File: src/rtl/mtne_pkg.sv
// Shared types, constants and lookup tables of the MIDI track note extractor.
// Depends on nothing; every other file of the block imports it.
`timescale 1ns / 1ps

package mtne_pkg;

  localparam int CHANNELS          = 16;
  localparam int NOTES_PER_CHANNEL = 128;
  localparam int TIME_FRAC         = 8;

  localparam int KEY_W      = 7;
  localparam int SLOT_COUNT = CHANNELS * NOTES_PER_CHANNEL;
  localparam int SLOT_AW    = $clog2(SLOT_COUNT);
  localparam int CURSOR_W   = 11;
  localparam int FX_W       = 48;
  localparam int US_W       = 40;
  localparam int PROD_W     = 56;
  localparam int DIV_W      = PROD_W + TIME_FRAC;
  localparam int DCNT_W     = $clog2(DIV_W);

  localparam logic [FX_W-1:0] MAX48      = '1;
  localparam logic [FX_W-1:0] MAX40_FX   = FX_W'(64'hFF_FFFF_FFFF);
  localparam logic [FX_W-1:0] MIN_DUR_FX = FX_W'(64'd10000 << TIME_FRAC);
  localparam logic [23:0]     TEMPO_RESET = 24'd500000;
  localparam logic [14:0]     TPQ_RESET   = 15'd96;

  localparam logic [7:0] ST_META      = 8'hFF;
  localparam logic [7:0] ST_SYSEX     = 8'hF0;
  localparam logic [7:0] ST_SYSEX_ESC = 8'hF7;
  localparam logic [7:0] META_TEMPO   = 8'h51;
  localparam logic [3:0] TY_NOTE_OFF  = 4'h8;
  localparam logic [3:0] TY_NOTE_ON   = 4'h9;
  localparam logic [3:0] TY_PROGRAM   = 4'hC;
  localparam logic [3:0] TY_PRESSURE  = 4'hD;
  localparam logic       KIND_NOTE    = 1'b0;
  localparam logic       KIND_DONE    = 1'b1;

  typedef struct packed {
    logic            active;
    logic [FX_W-1:0] start_fx;
    logic [3:0]      voice;
  } slot_t;

  typedef struct packed {
    logic               en;
    logic [SLOT_AW-1:0] addr;
    slot_t              data;
  } slot_wr_t;

  typedef struct packed {
    logic        start;
    logic [31:0] ticks;
    logic [23:0] tempo;
    logic [14:0] divisor;
  } div_req_t;

  typedef struct packed {
    logic            done;
    logic [FX_W-1:0] delta_fx;
  } div_rsp_t;

  typedef logic [21:0]        freq_tab_t [NOTES_PER_CHANNEL];
  typedef logic signed [15:0] pan_tab_t [16];

  localparam logic [3:0] VOICE_TAB [36] = '{
    0, 0, 0, 0, 0, 0, 0, 0, 1, 1, 1, 1, 2, 2, 2, 2, 3, 3, 3, 3,
    4, 4, 4, 4, 5, 5, 5, 6, 7, 7, 7, 8, 9, 8, 10, 10
  };

  function automatic logic [63:0] base_nano(input int m);
    logic [63:0] v;
    unique case (m)
      0:       v = 64'd2093004522405;
      1:       v = 64'd2217461047815;
      2:       v = 64'd2349318143339;
      3:       v = 64'd2489015869777;
      4:       v = 64'd2637020455303;
      5:       v = 64'd2793825851464;
      6:       v = 64'd2959955381693;
      7:       v = 64'd3135963487854;
      8:       v = 64'd3322437580640;
      9:       v = 64'd3520000000000;
      10:      v = 64'd3729310092145;
      default: v = 64'd3951066410049;
    endcase
    return v;
  endfunction

  function automatic freq_tab_t build_freq_tab();
    freq_tab_t   t;
    logic [63:0] v;
    for (int k = 0; k < NOTES_PER_CHANNEL; k++) begin
      v    = base_nano(k % 12) << (k / 12);
      t[k] = 22'((v + 64'd500000000) / 64'd1000000000);
    end
    return t;
  endfunction

  function automatic pan_tab_t build_pan_tab();
    pan_tab_t t;
    int       n;
    int       p;
    for (int c = 0; c < 16; c++) begin
      n = (c * 2 - 15) * 16384;
      if (n >= 0) begin
        p = (n + 7) / 15;
      end else begin
        p = -((-n + 7) / 15);
      end
      t[c] = 16'(p);
    end
    return t;
  endfunction

  localparam freq_tab_t FREQ_TAB = build_freq_tab();
  localparam pan_tab_t  PAN_TAB  = build_pan_tab();

  function automatic logic [3:0] voice_of(input logic [7:0] prog);
    if (prog < 8'd36) begin
      return VOICE_TAB[prog[5:0]];
    end
    return 4'd0;
  endfunction

  function automatic logic [FX_W-1:0] sat_add48(input logic [FX_W-1:0] a,
                                               input logic [FX_W-1:0] b);
    logic [FX_W:0] s;
    s = {1'b0, a} + {1'b0, b};
    return s[FX_W] ? MAX48 : s[FX_W-1:0];
  endfunction

  function automatic logic [US_W-1:0] fx_to_us(input logic [FX_W-1:0] fx);
    logic [FX_W-1:0] us;
    us = fx >> TIME_FRAC;
    return (us > MAX40_FX) ? MAX40_FX[US_W-1:0] : us[US_W-1:0];
  endfunction

endpackage

File: src/rtl/mtne_divider.sv
// Delta-time converter: one multiply, then a restoring divide one bit a cycle.
// Depends on mtne_pkg for widths and the request and response structs.
`timescale 1ns / 1ps

module mtne_divider (
  input  logic               clk,
  input  logic               rst_n,
  input  mtne_pkg::div_req_t req,
  output mtne_pkg::div_rsp_t rsp
);
  import mtne_pkg::*;

  typedef enum logic [1:0] {D_IDLE, D_MUL, D_RUN} dstate_t;

  dstate_t            state_r;
  logic [31:0]        ticks_r;
  logic [23:0]        tempo_r;
  logic [14:0]        div_r;
  logic [DIV_W-1:0]   dvd_r;
  logic [14:0]        rem_r;
  logic [DCNT_W-1:0]  cnt_r;
  logic               done_r;
  logic [15:0]        rem_sh;
  logic [15:0]        rem_sub;
  logic               ge;
  logic [PROD_W-1:0]  prod;

  assign rem_sh  = {rem_r, dvd_r[DIV_W-1]};
  assign ge      = rem_sh >= {1'b0, div_r};
  assign rem_sub = rem_sh - {1'b0, div_r};
  assign prod    = PROD_W'(ticks_r) * PROD_W'(tempo_r);

  always_ff @(posedge clk) begin
    if (!rst_n) begin
      state_r <= D_IDLE;
      done_r  <= 1'b0;
      ticks_r <= '0;
      tempo_r <= '0;
      div_r   <= '0;
      dvd_r   <= '0;
      rem_r   <= '0;
      cnt_r   <= '0;
    end else begin
      done_r <= 1'b0;
      unique case (state_r)
        D_IDLE: begin
          if (req.start) begin
            ticks_r <= req.ticks;
            tempo_r <= req.tempo;
            div_r   <= req.divisor;
            state_r <= D_MUL;
          end
        end
        D_MUL: begin
          dvd_r   <= DIV_W'(prod) << TIME_FRAC;
          rem_r   <= '0;
          cnt_r   <= DCNT_W'(DIV_W - 1);
          state_r <= D_RUN;
        end
        D_RUN: begin
          rem_r <= ge ? rem_sub[14:0] : rem_sh[14:0];
          dvd_r <= {dvd_r[DIV_W-2:0], ge};
          if (cnt_r == '0) begin
            done_r  <= 1'b1;
            state_r <= D_IDLE;
          end else begin
            cnt_r <= cnt_r - 1'b1;
          end
        end
        default: state_r <= D_IDLE;
      endcase
    end
  end

  assign rsp.done     = done_r;
  assign rsp.delta_fx = (|dvd_r[DIV_W-1:FX_W]) ? MAX48 : dvd_r[FX_W-1:0];

endmodule

File: config.mk
export PLATFORM = sky130hd
export DESIGN_NAME = mtne_divider
export DESIGN_NICKNAME = d
export VERILOG_FILES = /design/src/rtl/mtne_pkg.sv /design/src/rtl/mtne_divider.sv
export SDC_FILE = /design/constraint.sdc
export NUM_CORES = 2
export LEC_CHECK = 0
export BUFFER_PORTS_ARGS = -buffer_cell sky130_fd_sc_hd__buf_2
export CORE_MARGIN = 2
export CORE_UTILIZATION = 40
export DETAILED_ROUTE_END_ITERATION = 16
export SLEW_MARGIN = 20
export SYNTH_ARGS = -nofsm -noshare
export SYNTH_HDL_FRONTEND = slang
export SYNTH_SLANG_ARGS = --single-unit
File: constraint.sdc
create_clock -name clk -period 6.28 [get_ports clk]
set_input_delay 0.628 -clock clk [delete_from_list [all_inputs] [get_ports clk]]
set_output_delay 0.628 -clock clk [all_outputs]
set_load 0.05 [all_outputs]
==> metrics <==
status finished with violations; violated checks negative setup slack; Worst Clk Skew 0.01891 ns; slowest cell on the critical path fa_2; power per cell area 271.5 nW/um^2; Setup violations, final 40; RSZ-0062 raised after global routing true; fin. max-slew vios 0; WL/cell 17.49 microns; Cell Rows 104; most common cell in the netlist inv_1; post-cts hold buffer count 0; Cell variety after synth 75; startpoint types register; vias in the first global route 26939; dominant cells by area after synthesis fa_1 (41%), dfxtp_1 (9.9%), inv_1 (8.8%); fin cells 5181; PnR Total Power 10.71 mW; Post-synth EDFFs 0; CTS buffer count 17; dpl cell area 36870 sq um; ys flop type dfxtp_1; Pleak 19.00 nW; Initial Util 40.27%; CTS H-tree lvls 4; clock buffer depth 2; DP Wirelength 72610 microns; Gate Count Post-Synth 3784; minimum clock period 6.759 ns; most frequent cells after synthesis inv_1 (759), fa_1 (659), nand2_1 (622), and2_1 (391), clkbuf_1 (204); peak per-stage delay on the critical path 0.61 ns; Total Nets Final 5045; slew at the pin closest to its max-slew limit 1.065 ns; initial antenna violation count 2; crit path buf inv count 7; Max Cap Viol 0; Tcrit/Tclk final 107.6%; Crit. End Element register; Hold Path Class in2reg; DRC Markers 0; ant diodes 0; placed insts 5083; Syn Std Cell Area 32280 sq um; syn avg cell area 8.531 sq um; Synth area leader fa_1; DR iter-0 viols 1539; port buffer count 122; total wire length after detailed routing 90610 microns; Worst-Skew Late Latency 0.49 ns; Synth Register Bits 159; Top Ports 123; top cell type's share of synthesized area 40.87%; worst vdd ir 0.9967 mV; CP Data Required Time 6.67 ns; DP Worst Slack -0.5717 ns; Hold WS 0.3555 ns; Clock Sinks 159; final instance area 39470 sq um; CTS tree done; largest net degree at the start of global routing 80; crit-path leading delay family adder cells; Hold Violations, Final 0; Via density 4.985; total grt overflow 0; PnR worst setup slack -0.4786 ns; final core utilization 49.24%; Die Area 82990 sq um; first-pass GRT wire length 145300 microns; cell mode on critical path fa_1; drt pass-1 iters 5; Async S/R FF share, synth 0%; fraction of layout cells with a size suffix above 1 21.91%; achievable clock frequency 148.0 MHz; critical path fanouts, max 14; area grow syn2layout 22.25%; Synth Net Count 4720; Die X-Extent 288.1 microns; Total Routing Usage GR 22.31%; Yosys warnings 0; Final Wtd Congestion 0.8917; CTS root buf clkbuf_16; Sum Neg Setup Slack -12.41 ns; Via Count 25825; WP data arrival 7.15 ns; Register-to-Register Setup Slack -0.48 ns; Chip Height 288.1 microns; Max-Slew Margin vs Limit 29.02%; clock slew at reported path FFs 0.08 ns; kind of critical path reg2reg; area of the core 80160 sq um; sequential share of the synthesized area 9.860%; Final ANT Viol Nets 0
## timing repair
action / in CTS / in global routing
setup buffers: 46 / 35
pin swaps: 130 / 140
endpoints found under the setup margin: 41 / 43
resized for setup: 177 / 202
endpoints found under the hold margin: 0 / 0
cloned: 0 / 4
## kinds of logic after synthesis
kind of cell             synth area share (%)
AO/OA/AOI/OAI                           8.337
XOR/XNOR                                1.655
adder cells (fa/ha/maj)                 48.73
buffers and inverters                   11.50
flip-flops                              9.860
multiplexers                            1.004
AND/OR/NAND/NOR                         18.91
## worst paths after layout
kind / startpoint / endpoint / cells after the start
setup reg to reg: ticks_r[10] / dvd_r[46] / 25
hold / removal: req[33] / tempo_r[18] / 3
hold reg to reg: div_r[12] / div_r[12] / 2
setup / recovery: ticks_r[10] / dvd_r[46] / 25
## per-layer routing
metal  vias up  track usage [%]  wire length (microns)
li1      12007                -                      -
met1     13039            31.33                  40830
met2       672            36.13                  42660
met3       105            3.574                   5394
met4         2            5.194                   1713
met5         -                0                     10
## cells in the final DEF (no fill, tap or decap), types with 22 or more instances in the layout
| cell | count |
|---|---|
| inv_1 | 725 |
| fa_1 | 631 |
| nand2_1 | 596 |
| and2_1 | 372 |
| buf_4 | 294 |
| ha_1 | 173 |
| a21oi_1 | 147 |
| dfxtp_1 | 125 |
| buf_2 | 122 |
| buf_12 | 73 |
| nor2_1 | 68 |
| o21ai_0 | 54 |
| or2_2 | 48 |
| inv_2 | 34 |
| buf_6 | 30 |
| o21ai_1 | 29 |
| mux2i_1 | 29 |
| a21o_1 | 28 |
| fa_2 | 28 |
| ha_4 | 27 |
| dfxtp_2 | 23 |
| nand3_1 | 22 |
## state kept, by name, summed over array words and instances, names as in the netlist
register	cells
dvd_r	64
ticks_r	32
tempo_r	24
div_r	15
rem_r	15
cnt_r	6
state_r	2
done_r	1
## where the power goes
group | total, mW | internal [mW] | switching (mW)
sequential | 1.48 | 1.26 | 0.228
combinational | 8.16 | 3.09 | 5.08
clock | 1.07 | 0.526 | 0.544
## cell type report
cell class / count / area [sq um]
Clock inverter: 14 / 148.9
Clock buffer: 17 / 425.4
Timing Repair Buffer: 527 / 4777
Multi-Input combinational cell: 2644 / 26680
Sequential cell: 159 / 3253
Fill cell: 7627 / 40690
Inverter: 760 / 2855
Tap cell: 1060 / 1326
## worst reg2reg max path: stages (launching register included)
cell	delay (ns)
dfxtp_2	0.33
buf_12	0.14
buf_12	0.15
and2_1	0.17
fa_1	0.53
inv_1	0.05
fa_1	0.47
inv_1	0.05
fa_1	0.48
fa_2	0.61
fa_1	0.47
fa_1	0.50
inv_1	0.05
fa_1	0.48
inv_1	0.06
ha_4	0.30
nand2_4	0.06
or3_4	0.37
or2_4	0.28
a211oi_4	0.28
buf_6	0.15
nor2_2	0.04
a211oi_2	0.24
xnor2_1	0.16
o211ai_1	0.10
o211a_1	0.14
Note: power is estimated with default switching activity, not from simulation.
